### config.mk
export PLATFORM = sky130hd
export DESIGN_NAME = utf8_sample_validator
export DESIGN_NICKNAME = d
export VERILOG_FILES = /design/src/sv/usv_pkg.sv /design/src/sv/usv_step.sv /design/src/sv/utf8_sample_validator.sv
export SDC_FILE = /design/constraint.sdc
export NUM_CORES = 1
export LEC_CHECK = 0
export ABC_AREA = 1
export BUFFER_PORTS_ARGS = -buffer_cell sky130_fd_sc_hd__buf_2
export CORE_ASPECT_RATIO = 0.75
export CORE_UTILIZATION = 50
export CTS_BUF_LIST = sky130_fd_sc_hd__clkbuf_8 sky130_fd_sc_hd__clkbuf_16
export CTS_CLUSTER_SIZE = 40
export DETAILED_ROUTE_END_ITERATION = 8
export MAX_ROUTING_LAYER = met4
export PLACE_DENSITY = 0.71
export SYNTH_ARGS = -nofsm -noshare
export SYNTH_HDL_FRONTEND = slang
export SYNTH_HIERARCHICAL = 1
export SYNTH_SLANG_ARGS = --single-unit
export TNS_END_PERCENT = 100
### constraint.sdc
create_clock -name clk -period 1.5 [get_ports clk]
set_input_delay 0.15 -clock clk [delete_from_list [all_inputs] [get_ports clk]]
set_output_delay 0.15 -clock clk [all_outputs]
set_load 0.02 [all_outputs]
### src/sv/usv_pkg.sv
package usv_pkg;

    // sequence tracking state
    typedef struct packed {
        logic [1:0]  pending;
        logic [1:0]  seq_len;
        logic [20:0] acc;
        logic        seq_bad;
        logic        failed;
    } usv_state_t;

    // continuation counts
    localparam logic [1:0] LEN_NONE = 2'd0;
    localparam logic [1:0] LEN_TWO  = 2'd1;
    localparam logic [1:0] LEN_THREE = 2'd2;
    localparam logic [1:0] LEN_FOUR = 2'd3;

    // byte classes
    localparam logic [7:0] ASCII_LIMIT = 8'h80;
    localparam logic [7:0] CONT_MASK   = 8'hC0;
    localparam logic [7:0] CONT_TAG    = 8'h80;
    localparam logic [7:0] LEAD2_LO    = 8'hC2;
    localparam logic [7:0] LEAD2_HI    = 8'hDF;
    localparam logic [7:0] LEAD3_LO    = 8'hE0;
    localparam logic [7:0] LEAD3_HI    = 8'hEF;
    localparam logic [7:0] LEAD4_LO    = 8'hF0;
    localparam logic [7:0] LEAD4_HI    = 8'hF4;

    // code point limits
    localparam logic [20:0] CP_MIN3    = 21'h000800;
    localparam logic [20:0] CP_MIN4    = 21'h010000;
    localparam logic [20:0] CP_MAX     = 21'h10FFFF;
    localparam logic [20:0] CP_SURR_LO = 21'h00D800;
    localparam logic [20:0] CP_SURR_HI = 21'h00DFFF;

endpackage

### src/sv/usv_step.sv
module usv_step (
    input  usv_pkg::usv_state_t cur,
    input  logic [7:0]          data_byte,
    output usv_pkg::usv_state_t nxt
);
    import usv_pkg::*;

    logic [20:0] acc_shift;
    logic [1:0]  pending_dec;
    logic        cont_bad;
    logic        seq_done_bad;

    assign acc_shift   = {cur.acc[14:0], data_byte[5:0]};
    assign pending_dec = cur.pending - 2'd1;
    assign cont_bad    = (data_byte & CONT_MASK) != CONT_TAG;

    // checks on a completed sequence
    always_comb
    begin
        seq_done_bad = cur.seq_bad | cont_bad;
        if (cur.seq_len == LEN_THREE && acc_shift < CP_MIN3)
            seq_done_bad = 1'b1;
        if (cur.seq_len == LEN_FOUR && acc_shift < CP_MIN4)
            seq_done_bad = 1'b1;
        if (acc_shift > CP_MAX)
            seq_done_bad = 1'b1;
        if (acc_shift >= CP_SURR_LO && acc_shift <= CP_SURR_HI)
            seq_done_bad = 1'b1;
    end

    always_comb
    begin
        nxt = cur;
        if (!cur.failed)
        begin
            if (cur.pending == LEN_NONE)
            begin
                case (data_byte) inside
                    [8'h00:8'h7F]:
                    begin
                        nxt = cur;
                    end
                    [LEAD2_LO:LEAD2_HI]:
                    begin
                        nxt.seq_len = LEN_TWO;
                        nxt.pending = LEN_TWO;
                        nxt.acc     = {16'd0, data_byte[4:0]};
                        nxt.seq_bad = 1'b0;
                    end
                    [LEAD3_LO:LEAD3_HI]:
                    begin
                        nxt.seq_len = LEN_THREE;
                        nxt.pending = LEN_THREE;
                        nxt.acc     = {17'd0, data_byte[3:0]};
                        nxt.seq_bad = 1'b0;
                    end
                    [LEAD4_LO:LEAD4_HI]:
                    begin
                        nxt.seq_len = LEN_FOUR;
                        nxt.pending = LEN_FOUR;
                        nxt.acc     = {18'd0, data_byte[2:0]};
                        nxt.seq_bad = 1'b0;
                    end
                    default:
                    begin
                        nxt.failed = 1'b1;
                    end
                endcase
            end
            else if (pending_dec == LEN_NONE)
            begin
                nxt.pending = LEN_NONE;
                nxt.seq_len = LEN_NONE;
                nxt.acc     = '0;
                nxt.seq_bad = 1'b0;
                nxt.failed  = seq_done_bad;
            end
            else
            begin
                nxt.pending = pending_dec;
                nxt.acc     = acc_shift;
                nxt.seq_bad = cur.seq_bad | cont_bad;
            end
        end
    end

endmodule

### src/sv/utf8_sample_validator.sv
// the verdict is registered, out in the cycle after the byte marked last transfers
// throughput: one byte per cycle, no gaps between samples, bar the stall below
// a pending verdict not yet taken stalls only a new last byte; other bytes keep flowing
// the per-byte cost is one pass through the decode/check logic into the state register
// reset (rst_n low, asynchronous): sequence state cleared, no verdict pending
module utf8_sample_validator (
    input  logic       clk,
    input  logic       rst_n,
    // byte channel
    input  logic       data_valid,
    output logic       data_ready,
    input  logic [7:0] data_byte,
    input  logic       last,
    // verdict channel
    output logic       result_valid,
    input  logic       result_ready,
    output logic       valid_res
);
    import usv_pkg::*;

    usv_state_t state_reg;
    usv_state_t state_next;
    usv_state_t step_out;
    logic       res_valid_reg;
    logic       res_valid_next;
    logic       res_data_reg;
    logic       res_data_next;
    logic       byte_xfer;
    logic       res_xfer;

    // per-byte decode and checks
    usv_step u_step (
        .cur       (state_reg),
        .data_byte (data_byte),
        .nxt       (step_out)
    );

    // the output register is free if empty or drained this cycle;
    // bytes that are not last never touch it, so they pass regardless
    assign data_ready = !last || !res_valid_reg || result_ready;
    assign byte_xfer  = data_valid && data_ready;
    assign res_xfer   = res_valid_reg && result_ready;

    always_comb
    begin
        state_next     = state_reg;
        res_valid_next = res_valid_reg;
        res_data_next  = res_data_reg;
        if (res_xfer)
            res_valid_next = 1'b0;
        if (byte_xfer)
        begin
            if (last)
            begin
                // verdict goes out, state starts over for the next sample
                state_next     = '0;
                res_valid_next = 1'b1;
                res_data_next  = !step_out.failed;
            end
            else
            begin
                state_next = step_out;
            end
        end
    end

    always_ff @(posedge clk or negedge rst_n)
    begin
        if (!rst_n)
        begin
            state_reg     <= '0;
            res_valid_reg <= 1'b0;
        end
        else
        begin
            state_reg     <= state_next;
            res_valid_reg <= res_valid_next;
        end
    end

    // verdict payload, no reset needed
    always_ff @(posedge clk)
    begin
        res_data_reg <= res_data_next;
    end

    assign result_valid = res_valid_reg;
    assign valid_res    = res_data_reg;

endmodule

Word level (Yosys, flattened, before mapping)
Cells that the tools add are included.

storage, ports and cells
  logic and storage cells = 70
  input port bits = 13
  register bits after elaboration = 23

cells by class
  bitwise logic cells = 1
  add/sub/neg operators = 1
  multiplexer cells = 22
  magnitude comparators = 13
  equality and inequality tests = 6
  reductions and logical operators = 20

operators by type and width
  operator                                                                                count
  26-bit 2-to-1 mux                                                                       4
  27-bit 2-to-1 mux                                                                       3
  8-bit greater-or-equal comparator (second input constant)                               3
  8-bit less-or-equal comparator (second input constant)                                  3
  22-bit 2-to-1 mux                                                                       1
  21-bit by 16-bit greater-or-equal comparator with 1-bit output (second input constant)  1
  21-bit > comparator (second input constant)                                             1
  21-bit by 16-bit less-or-equal comparator with 1-bit output (second input constant)     1
  21-bit by 12-bit < comparator with 1-bit output (second input constant)                 1
  21-bit by 17-bit < comparator with 1-bit output (second input constant)                 1
  1-bit 2-to-1 mux                                                                        12
  1-bit logical AND                                                                       9
  8-bit by 1-bit greater-or-equal comparator with 1-bit output (second input constant)    1
  8-bit by 7-bit less-or-equal comparator with 1-bit output (second input constant)       1
  5-bit != test (second input constant)                                                   1
  5-bit AND reduction                                                                     1
  2-bit == test (second input constant)                                                   2
  2-bit zero test                                                                         2
  2-bit 2-to-1 mux                                                                        2
  2-bit != test (second input constant)                                                   2
  4-bit AND reduction                                                                     1
  1-bit zero test                                                                         3
  3-bit != test (second input constant)                                                   1
  3-bit nonzero test                                                                      1
  4 further kinds                                                                         5

Logic depth before layout (Yosys ltp)
Gate-level depths: netlist of the first run.

  word-level depth = 10
  depth in mapped cells = 11

Cells and area by module
The synthesis of the first run kept the hierarchy.

by module, submodules not included
  module                 area an instance (um^2)  cells an instance  times used
  utf8_sample_validator  1139.8                   124                1
  usv_step               758.2                    156                1

Worst setup path after synthesis of the first run
No wires, ideal clock.

  path kind = reg-to-reg
  from = register state_reg[25] (netlist name)
  to = register state_reg[14] (netlist name)
  period minus slack after synthesis = 1.579 ns
  data required time = 1.435 ns
  arrival time = 1.514 ns
  stages on the path, launching flop included = 10
  path slack = -0.079 ns
  buffers on the path = 2
  cell sequence = dfrtp_1 inv_1 ha_1 buf_2 nor2_1 nand2_1 clkbuf_1 o21ai_0 nand2_1 nand2_1

RTL lines
  what                    RTL line                     source
  start, declared         utf8_sample_validator.sv:21  usv_state_t state_reg;
  start signal, assigned  utf8_sample_validator.sv:76  state_reg <= state_next;

==> flow_results.org, run 1 <==
** Outcome
- The run finished with clean final reports.

** GRT
- Entering global routing, the biggest net connects 23 pins.
- The first global-routing pass estimated ~6.4 mm of wire.
- The number of global-route vias before repair is 1,426.
- Global routing consumed, over all layers together, 25.46% of the routing resources.
- Global routing finished with a remaining overflow of 0.
- The initial antenna violation count is 0.

** Hold path
- The worst hold path passes through 4 cells.
- In this run the most critical hold path is launched from result_ready.
- Worst min-delay path class :: in -> reg

** Timing
- Worst hold slack :: 160.0 ps
- In this run the tightest slew margin relative to its limit is 67.13%.
- Minimum setup slack in the final design :: 32.07 ps
- Shortest clock period the worst path allows after layout :: 1468 ps
- Timing would allow up to 681.2 MHz.
- The number of hold violations in the final report was 0.
- Final cycle utilization of the critical path :: 97.86%
- On the final layout, the worst clock skew is 4.121 ps.
- Setup violations remaining at the end of the flow were counted as 0.
- Final Max Tran Viols :: 0
- Tightest Pin Transition :: between 400 and 500 ps
- RSZ-0062 raised after global routing :: yes

** Clock tree
- Deepest clock path buffer count :: 2
- CTS tree :: done
- Number of buffers created by CTS :: 3
- Number of H-tree levels :: 1
- In this run the clock root is driven by a sky130_fd_sc_hd__clkbuf_8.
- Later-pin clock latency in the skew report :: 260 ps
- Clock sink count :: 23
- Clock-pin slew was measured on the worst setup and hold paths at 80 ps.

** Drt
- WL final :: 3.663 mm
- Iteration-0 DRC count of the detailed router :: 70
- In this run the remaining antenna-violating nets after routing total 0.
- In the routed design, unresolved DRC markers number 0.
- Summing over every cut layer, the via total after detailed routing is 1,542.
- Dividing the detail-routed wire length by the instance count gives 12.17 um.
- Mean number of vias per cell :: 5.123
- For this run, the detailed router's first-pass iteration total came to 4.

** Yosys
- The cell area that synthesis handed to floorplanning was 0.001613 mm^2.
- In the synthesized netlist, the number of instances is 241.
- Average cell area after synthesis :: 6.692 um^2
- Yosys printed 6 warnings.
- The number of nets in the synthesized netlist is 256.

** Worst setup path
- Crit Reg-Reg Startpoint :: state_reg[26]$_DFFE_PN0P_
- Crit path launch type :: flop
- Data on the critical path arrives at its endpoint at 1620 ps.
- The worst setup path is captured at a flop.
- Tracing the worst setup path back leads to its startpoint at state_reg[26]$_DFFE_PN0P_.
- Measured in cells, the most critical reg-to-reg path has a length of 10.
- Category of the critical setup timing path :: reg -> reg
- Critical Path RT :: between 1500 and 2000 ps
- In this run the worst path has a maximum fanout of 3.
- FF-to-FF setup slack :: 30 ps

** Place
- At the placement stage, the worst setup path has a slack of -72.36 ps.
- Half-perimeter wire length after detailed placement :: 2.609 mm
- Placer congestion estimate :: 0.8559
- Port Buffer Count :: 15
- Standard cell area after detailed placement :: 0.001754 mm^2

** Layout
- Flip-flop and latch area :: roughly 580 um^2
- The net count of the finished layout is between 200 and 300.
- Combined area of the multi-input logic cells :: between 800 and 900 um^2
- Final cell area excluding filler cells :: around 0.0019 mm^2
- # diodes :: 0
- Max reg flops :: 21
- Relative to the synthesized area, the layout overhead comes to 15.05%.
- Post-route core utilization :: between 60% and 70%
- Counting the fill cells in the layout gives 281.
- Share of cells above drive strength 1 :: 20.91%

** Pwr
- Highest ir drop seen on vdd :: 0.8141 mV
- Power Density :: around 1600 mW/mm^2
- Leak Pwr :: 0.9978 nW

** Run
- Max-cap violations :: 0

** Floorplanning
- Number of cell rows :: 17
- In this run the count of I/O pins placed on the die edge is 16.
- Starting density of the core :: 53.78%
- Die extent in y :: 51.19 um
- Core Region :: 0.002999 mm^2
- DIE AREA :: 0.003459 mm^2
- The die is 67.58 um wide.
cell usage in the layout, fill, tap and decap left out, types with 2 or more instances in the layout:
master	instances
sky130_fd_sc_hd__inv_1	24
sky130_fd_sc_hd__o21ai_0	9
sky130_fd_sc_hd__o21ai_2	2
sky130_fd_sc_hd__nand2_4	2
sky130_fd_sc_hd__clkbuf_8	3
sky130_fd_sc_hd__nand4_1	5
sky130_fd_sc_hd__nand3_1	9
sky130_fd_sc_hd__a21oi_1	12
sky130_fd_sc_hd__buf_4	11
sky130_fd_sc_hd__buf_2	15
sky130_fd_sc_hd__inv_2	4
sky130_fd_sc_hd__nand2_2	3
sky130_fd_sc_hd__nand2_1	101
sky130_fd_sc_hd__dfrtp_1	22
sky130_fd_sc_hd__nor2_2	2
sky130_fd_sc_hd__nor2_1	14
sky130_fd_sc_hd__nand3_2	3
sky130_fd_sc_hd__nor2_4	2
sky130_fd_sc_hd__o21ai_1	5
worst max-delay path, cell delays in order (launching register included):
cell	delay [ps]
sky130_fd_sc_hd__dfrtp_1	410
sky130_fd_sc_hd__inv_2	100
sky130_fd_sc_hd__ha_2	220
sky130_fd_sc_hd__nor2_4	60
sky130_fd_sc_hd__buf_4	130
sky130_fd_sc_hd__inv_1	60
sky130_fd_sc_hd__o21ai_0	100
sky130_fd_sc_hd__nand3_1	110
sky130_fd_sc_hd__nand2_1	60
sky130_fd_sc_hd__nand2_1	70
sky130_fd_sc_hd__nand2_1	60
cell type report:
class | instances | area share (%)
clock inverter | 1 | 0.2023
tap | 38 | 2.562
inverter | 28 | 5.799
clock buffer | 3 | 2.225
timing repair buffer | 28 | 10.11
sequential | 23 | 31.29
multi-input combinational | 180 | 47.81
report_power, final:
group	internal [mW]	total, mW	switching [mW]	leakage (nW)
Clock	0.182	0.364	0.182	0.0269
Sequential	0.778	0.911	0.133	0.307
Combinational	0.701	1.63	0.933	0.664
Total	1.66	2.91	1.25	0.998
per-layer routing:
layer	vias to the layer above	GRT usage (%)	wire (um)
met5	-	-	0
met1	690	35.71	1794
met4	0	4.255	25
li1	799	-	-
met3	6	5.357	238
met2	47	38.12	1605
stage by stage:
step / total power [mW] / TNS [ps] / cells
2_1_floorplan: 1.897 / 0 / 241
3_3_place_gp: 2.344 / -206.7 / 295
3_5_place_dp: 2.353 / -792.7 / 295
4_1_cts: 2.814 / 0 / 300
5_1_grt: 3.187 / -168.8 / 301
6_report: 2.909 / 0 / 301
final timing paths:
kind / endpoint
max in group asynchronous: state_reg[5]$_DFFE_PN0P_
hold reg to reg: state_reg[3]$_DFFE_PN0P_
setup / recovery: state_reg[5]$_DFFE_PN0P_
setup reg to reg: state_reg[5]$_DFFE_PN0P_
min in group asynchronous: state_reg[25]$_DFFE_PN0P_
hold / removal: result_valid$_DFF_PN0_
what timing repair did:
item	4_1_cts	5_1_grt
setup buffers	0	1
hold endpoints to repair	22	0
setup endpoints to repair	17	18
hold buffers	1	0
gates resized for setup	5	13
pin swaps	1	5
(Power assumes the default switching activity.)
==> run 2: changes to the inputs <==
Settings changed: CTS_BUF_LIST sky130_fd_sc_hd__clkbuf_8 sky130_fd_sc_hd__clkbuf_16 to not set.
==> run 2 against run 1 <==
  * Die area is the same
  * Register-to-register slack about the same
  * Sequential power about the same
  * Wire length down 0.55%
  * Largest power group unchanged
  * Core utilization unchanged
  * Largest cell class unchanged
  * Clock skew about the same
==> flow_results.org, run 2 (synthesis gave the netlist of run 1 again) <==
** Clock tree
- TritonCTS built the clock tree.
- CTS clk-pin slew, worst paths :: 80 ps (about the same)
- The number of buffers added by the clock tree synthesis step is 3 (unchanged).
- Later-pin clock latency in the skew report :: 260 ps (about the same)
- Deepest clock path buffer count :: 2 (unchanged)
- Number of H-tree levels :: 1 (unchanged)
- The clock sink total is 23 (unchanged).
- CTS placed an instance of sky130_fd_sc_hd__clkbuf_8 at the clock tree root.

** Worst setup path
- Crit. End Element :: flop
- Crit path launch type :: flop
- R2R Path End :: state_reg[5]$_DFFE_PN0P_
- Critical Path RT :: 1650 ps (about the same)
- The internal reg-to-reg setup slack is 20 ps (about the same).
- Crit Reg-Reg Startpoint :: state_reg[26]$_DFFE_PN0P_
- In this run the worst setup path terminates at state_reg[5]$_DFFE_PN0P_.
- Worst EP arrival :: 1630 ps (about the same)
- Startpoint of the worst setup timing path :: state_reg[26]$_DFFE_PN0P_
- The critical path in this run is classified as reg -> reg.
- FF-to-FF path depth :: 10 (unchanged)
- The worst-path maximum fanout was 3 (unchanged).

** Timing
- Clock Skew :: 4.551 ps (+0.4295 ps)
- Worst rel slew slack :: 67.38% (+0.25 points)
- The upper clock frequency limit came to 675.7 MHz (-0.81%).
- The number of failing setup endpoints in the final timing report came to 0 (unchanged).
- Final Hold Vio Count :: 0 (unchanged)
- Final Max Tran Viols :: 0 (unchanged)
- Minimum setup slack in the final design :: 20.04 ps (-12.03 ps)
- The time the final worst path needs with I/O delays and setup is 1480 ps (+12.03 ps).
- Tightest Pin Transition :: 488.1 ps (-3.728 ps)
- Setup repair after global routing could not meet its margin everywhere.
- The final critical-path share of the clock period is 98.66% (+0.80 points).

** Pwr
- The worst vdd rail ir drop was 0.8112 mV (-0.36%).
- The part of the power in the clock network was 12.7% (+0.2 points).
- The power per standard cell area was 1570 mW/mm^2 (+0.15%).
- The internal power of the cells is 1.668 mW (+0.42%).
- The logic gate share of total power was 56.0% (-0.2 points).
- Switching portion of total power :: 42.75% (-0.15 points)
- The switching power is 1.245 mW (-0.21%).
- Sequential Power Share :: 31.2% (about the same)
- The static leakage power was 0.9937 nW (-0.42%).

** Place
- The total cell area at the placement stage was 0.001754 mm^2 (unchanged).
- Port Buffer Count :: 15 (unchanged)
- The sum of net half-perimeters after detailed placement was 2.609 mm (unchanged).
- The pre-CTS setup slack is -72.36 ps (unchanged).
- Placer congestion estimate :: 0.8559 (unchanged)

** Layout
- Final cell area excluding filler cells :: 0.001856 mm^2 (unchanged)
- The utilization after layout came to 61.87% (unchanged).
- Commonest non-fill, non-tap cells in the layout :: sky130_fd_sc_hd__nand2_1, sky130_fd_sc_hd__inv_1, sky130_fd_sc_hd__dfrtp_1
- The number of antenna diodes came to 0 (unchanged).
- Max reg flops :: 21 (unchanged)
- Synth-to-layout area growth :: 15.05% (unchanged)
- The fill cell instance count of the final layout is 281 (unchanged).
- Combined area of the multi-input logic cells :: 887.1 um^2 (unchanged)
- The library cell used most frequently in the layout, excluding fill and tap cells, is sky130_fd_sc_hd__nand2_1.
- Flip-flop and latch area :: 580.6 um^2 (unchanged)
- The fraction of final layout cells sized beyond drive strength 1 is 20.91% (unchanged).
- Nets@finish :: 279 (unchanged)

** Floorplanning
- Die extent in y :: 51.19 um (unchanged)
- IO Count :: 16 (unchanged)
- The initial standard-cell utilization of the core was 53.78% (unchanged).
- The floorplan row count came to 17 (unchanged).
- The area of the core was 0.002999 mm^2 (unchanged).
- The die span in x is 67.58 um (unchanged).
- DIE AREA :: 0.003459 mm^2 (unchanged)

** Hold path
- Worst min-delay path class :: in -> reg

** Drt
- Detailed-route via count :: 1,554 (+0.78%)
- The count of nets left with antenna violations after detail routing is 0 (unchanged).
- Wire length per cell after detailed routing :: 12.10 um (-0.55%)
- The DRC violation total after the first TritonRoute iteration is 64 (-8.6%).
- Mean number of vias per cell :: 5.163 (+0.78%)
- The number of design rule violations left after detail routing came to 0 (unchanged).
- The sum of routed wire length over all layers is 3.643 mm (-0.55%).
- First-pass detailed-route iteration total :: 4 (unchanged)

** Outcome
- Status :: completed

** GRT
- The wire length of the first global-routing pass is 6.417 mm (-0.20%).
- Antenna violations before repair :: 0 (unchanged)
- The number of global-route vias before repair is 1,425 (-0.070%).
- The maximum number of pins on one net before global-route repair was 23 (unchanged).
- GR Overflow Total :: 0 (unchanged)
- The overall global routing resource usage is 25.41% (-0.049 points).

** Run
- The count of maximum capacitance violations was 0 (unchanged).
run 2: cell types whose count changed in the layout (fill, tap and decap cells not counted), sizes merged:
cell	before	now
clkbuf	3	4
inv	29	28
run 2: area by class of cell:
class | count | area share (%)
clock buffers | 4 | 2.428
multi-input cells | 180 | 47.81
inverters | 28 | 5.799
well taps | 38 | 2.562
repair buffers | 28 | 10.11
flip-flops and latches | 23 | 31.29
run 2: power by group through the flow:
stage / clock, mW / combinational, mW / sequential, mW
final: 0.371 / 1.63 / 0.910
after global placement: 0 / 1.44 / 0.906
after global routing: 0.428 / 1.83 / 0.929
after detailed placement: 0 / 1.44 / 0.912
after floorplan: 0 / 1.01 / 0.892
after CTS: 0.390 / 1.53 / 0.901
run 2: how the worst min path moves through the flow:
stage	slack [ps]	to	start	depth (start not counted)
after floorplan	-150	result_valid$_DFF_PN0_	rst_n	0
after global placement	140	state_reg[25]$_DFFE_PN0P_	rst_n	1
after detailed placement	140	state_reg[25]$_DFFE_PN0P_	rst_n	1
after CTS	160	result_valid$_DFF_PN0_	result_ready	4
after global routing	190	result_valid$_DFF_PN0_	result_ready	4
final	160	result_valid$_DFF_PN0_	result_ready	4
run 2: stage by stage:
stage | hold WS, ps | total power [mW] | TNS (ps) | instances
after detailed placement | 141.4 | 2.353 | -792.7 | 295
after global routing | 191.3 | 3.191 | -151.3 | 301
after floorplan | -145.6 | 1.897 | 0 | 241
after CTS | 159.5 | 2.820 | 0 | 300
final | 159.5 | 2.913 | 0 | 301
after global placement | 142.1 | 2.344 | -206.7 | 295
run 2: critical path: stages, from the launching register on:
cell and delay (ps):
sky130_fd_sc_hd__dfrtp_1 410, sky130_fd_sc_hd__inv_2 100, sky130_fd_sc_hd__ha_2 220, sky130_fd_sc_hd__nor2_4 60
sky130_fd_sc_hd__buf_4 130, sky130_fd_sc_hd__inv_1 60, sky130_fd_sc_hd__o21ai_0 100, sky130_fd_sc_hd__nand3_1 110
sky130_fd_sc_hd__nand2_1 50, sky130_fd_sc_hd__nand2_1 70, sky130_fd_sc_hd__nand2_1 60
run 2: timing repair:
action,in CTS,in global routing
resized for setup,5,13
hold endpoints to repair,22,0
pin swaps,1,5
buffers inserted,0,1
endpoints found under the setup margin,17,17
hold buffers,1,0
run 2: routing by layer:
metal  routed length [um]  track usage, %  vias to the layer above  part of all wire, %
met1                 1782           35.57                      703                   49
met2                 1624           38.12                       47                   45
li1                     -               -                      802                    -
met3                  226           5.357                        2                  6.2
met4                   10           4.255                        0                 0.27
met5                    0               -                        -                    0
==> run 3: changes to the inputs <==
Settings changed: PLACE_DENSITY 0.71 to 0.69.
Clock period 1.5 ns to 1.62 ns, I/O delays scaled along.
==> run 3 against run 2 <==
  * Cell count down 2.0%
  * First-iteration DRC count rose by 66%
  * Hold slack better by 22 ps
  * Cell area is 3.4% lower
==> flow_results.org, run 3 (synthesis gave the netlist of run 1 again) <==
** Pwr
- Power Density :: 1419 mW/mm^2 (-9.6%)
- Leak Pwr :: 0.9704 nW (-2.3%)
- The power share of the sequential group is 33.0% (+1.8 points).
- The switching power was 1.098 mW (-12%).
- The internal power of the cells is 1.446 mW (-13%).
- Switching portion of total power :: 43.16% (+0.41 points)
- Total power after layout :: 2.544 mW (-13%)
- The logic gate share of total power came to 52.7% (-3.3 points).
- Clock network fraction of total power :: 14.3% (+1.6 points)
- The worst vdd rail ir drop was 0.9965 mV (+23%).

** Drt
- The total via count after detailed routing is 1,504 (-3.2%).
- Number of DRC violations after detailed routing :: 0 (unchanged)
- Mean number of vias per cell :: 5.098 (-1.2%)
- The sum of routed wire length over all layers was 3.567 mm (-2.1%).
- The final routed wire length divided by cell count was 12.09 um (about the same).
- The DRC violation total after the first TritonRoute iteration came to 106 (+66%).
- The count of nets left with antenna violations after detail routing is 0 (unchanged).
- The detailed-router iteration count before antenna repair came to 7 (+3).

** Timing
- The relative slew slack was 65.98% (-1.4 points).
- Worst hold slack :: 181.8 ps (+22.26 ps)
- The setup clock skew after layout is 1.576 ps (-2.975 ps).
- Highest attainable clock frequency :: 684.8 MHz (+1.3%)
- Final Max Tran Viols :: 0 (unchanged)
- Shortest clock period the worst path allows after layout :: 1460 ps (-19.65 ps)
- The number of hold violations in the final report came to 0 (unchanged).
- The slew at the pin closest to its max-slew limit was 510.3 ps (+22.16 ps).
- Setup repair after global routing left no endpoint under its margin.
- Final cycle utilization of the critical path :: 90.14% (-8.5 points)
- The number of failing setup endpoints in the final timing report is 0 (unchanged).

** Worst setup path
- Category of the critical setup timing path :: reg -> reg
- The number of buffer and inverter stages on the critical path is 1 (-2).
- Kind of cell with the highest combined delay on the critical path :: simple AND/OR/NAND/NOR gates
- Slowest stage cell, crit path :: sky130_fd_sc_hd__dfrtp_1
- STA classifies the critical path endpoint as a flop.
- By instance count, the cell type seen most on the critical path is sky130_fd_sc_hd__nand2_1.
- STA classifies the critical path startpoint as a flop.
- Worst EP arrival :: 1500 ps (-130 ps)
- The worst-path maximum fanout came to 3 (unchanged).
- The worst path required time is 1650 ps (about the same).
- The critical path goes through nor3_1 -> nand2_1 -> nor3_1 -> nor2_1 -> nand2_1 -> nand2_1 -> nand2_1 -> inv_1.
- The peak per-stage delay on the critical path was 410 ps (about the same).

** GRT
- The leftover overflow at the end of global routing is 0 (unchanged).
- GRT Resource Usage Total :: 24.66% (-0.75 points)
- The maximum number of pins on one net before global-route repair came to 23 (unchanged).
- Wire length of the first global-routing pass :: 6.113 mm (-4.7%)
- The initial antenna violation count came to 0 (unchanged).
- Number of global-route vias before repair :: 1,312 (-7.9%)

** Layout
- Max reg flops :: 21 (unchanged)
- The utilization after layout was 59.78% (-2.1 points).
- The storage element area was 580.6 um^2 (unchanged).
- Share of cells above drive strength 1 :: 16.34% (-4.6 points)
- Nets@finish :: 273 (-2.2%)
- Synth-to-layout area growth :: 11.17%
- Combined area of the multi-input logic cells :: 870.8 um^2 (-1.8%)
- Commonest non-fill, non-tap cells in the layout :: sky130_fd_sc_hd__nand2_1, sky130_fd_sc_hd__inv_1, sky130_fd_sc_hd__dfrtp_1
- # diodes :: 0 (unchanged)
- The library cell used most frequently in the layout, excluding fill and tap cells, is sky130_fd_sc_hd__nand2_1.
- The fill cell instance count of the final layout came to 290 (+3.2%).

** Clock tree
- The register clock-pin slew on the reported worst setup and hold paths was 80 ps (about the same).
- Root buffer selected by CTS :: sky130_fd_sc_hd__clkbuf_8
- The maximum clock path buffer count is 2 (unchanged).
- Number of buffers created by CTS :: 3 (unchanged)
- Number of H-tree levels :: 1 (unchanged)
- The clock latency on the worst-skew pair came to 270 ps (about the same).
- CTS tree :: done
- Clock sink count :: 23 (unchanged)

** Place
- Port Buffer Count :: 15 (unchanged)
- Half-perimeter wire length after detailed placement :: 2.519 mm (-3.4%)
- Placer congestion estimate :: 0.8981 (+4.9%)

** Floorplanning
- Die extent in y :: 51.19 um (unchanged)
- The die span in x came to 67.58 um (unchanged).
- Number of cell rows :: 17 (unchanged)
- The overall die area is 0.003459 mm^2 (unchanged).
- The initial standard-cell utilization of the core came to 53.78% (unchanged).
- Core Region :: 0.002999 mm^2 (unchanged)
- IO Count :: 16 (unchanged)

** Run
- The count of maximum capacitance violations is 0 (unchanged).

** Outcome
- The flow ran to the end, and the final reports show no timing, DRC or antenna violations.

** Hold path
- The min-delay analysis places its worst path in the category in -> reg.
==> run 3: cell count changes in the layout (fill, tap and decap cells not counted), moves of 2 or more <==
cell and change:
sky130_fd_sc_hd__inv_2 -2, sky130_fd_sc_hd__o21ai_1 -5, sky130_fd_sc_hd__buf_4 -6, sky130_fd_sc_hd__inv_1 +3
sky130_fd_sc_hd__o21ai_0 +5
==> run 3: worst paths after layout <==
path / startpoint / endpoint / slack, ps / cells past startpoint
min in group asynchronous: rst_n / state_reg[13]$_DFFE_PN0P_ / 390 / 2
max reg2reg: state_reg[15]$_DFFE_PN0P_ / valid_res$_DFFE_PP_ / 160 / 8
min: result_ready / result_valid$_DFF_PN0_ / 180 / 4
max in group asynchronous: rst_n / state_reg[25]$_DFFE_PN0P_ / 890 / 2
max: state_reg[15]$_DFFE_PN0P_ / valid_res$_DFFE_PP_ / 160 / 8
min reg2reg: state_reg[2]$_DFFE_PN0P_ / state_reg[2]$_DFFE_PN0P_ / 510 / 2
==> run 3: what timing repair did <==
action / CTS / global route
hold buffers: 1 / 0
gates resized for setup: 1 / 4
endpoints found under the setup margin: 7 / 20
endpoints found under the hold margin: 22 / 0
buffers inserted: 0 / 1
cloned: 0 / 0
pin swaps: 0 / 1
==> run 3: final cells by class <==
type                       count  area share, %
inverter                      28          5.862
tap                           38          2.652
multi-input combinational    180          48.57
sequential                    23          32.38
timing repair buffer          22          7.955
clock inverter                 1         0.2791
clock buffer                   3          2.303
==> run 3: power by group through the flow <==
stage          clock, mW  sequential, mW  combinational, mW
3_5_place_dp           0           0.852               1.18
5_1_grt            0.395           0.864               1.52
4_1_cts            0.374           0.841               1.19
2_1_floorplan          0           0.826              0.922
6_report           0.364           0.840               1.34
3_3_place_gp           0           0.847               1.18
==> run 3: tightest hold or removal path: stages <==
cell and delay, ps:
sky130_fd_sc_hd__buf_2 80, sky130_fd_sc_hd__inv_1 40, sky130_fd_sc_hd__nand2_1 80, sky130_fd_sc_hd__nand2_1 60
==> run 3: per-stage QoR <==
step | cell area, um^2 | TNS, ps | worst slack, ps | std cells
after floorplan | 1613 | 0 | 88.58 | 241
after global placement | 1694 | 0 | 38.53 | 289
after detailed placement | 1694 | -21.17 | -8.591 | 289
after CTS | 1753 | 0 | 11.80 | 294
after global routing | 1793 | 0 | 30.96 | 295
final | 1793 | 0 | 159.7 | 295
==> run 3: metal layers <==
metal / GRT usage (%) / routed length, um / part of all wire (%) / vias to the layer above
met5: - / 0 / 0 / -
met4: 9.929 / 59 / 1.7 / 0
met3: 5.580 / 130 / 3.6 / 8
met2: 35.64 / 1558 / 44 / 26
met1: 33.01 / 1819 / 51 / 684
li1: - / - / - / 786
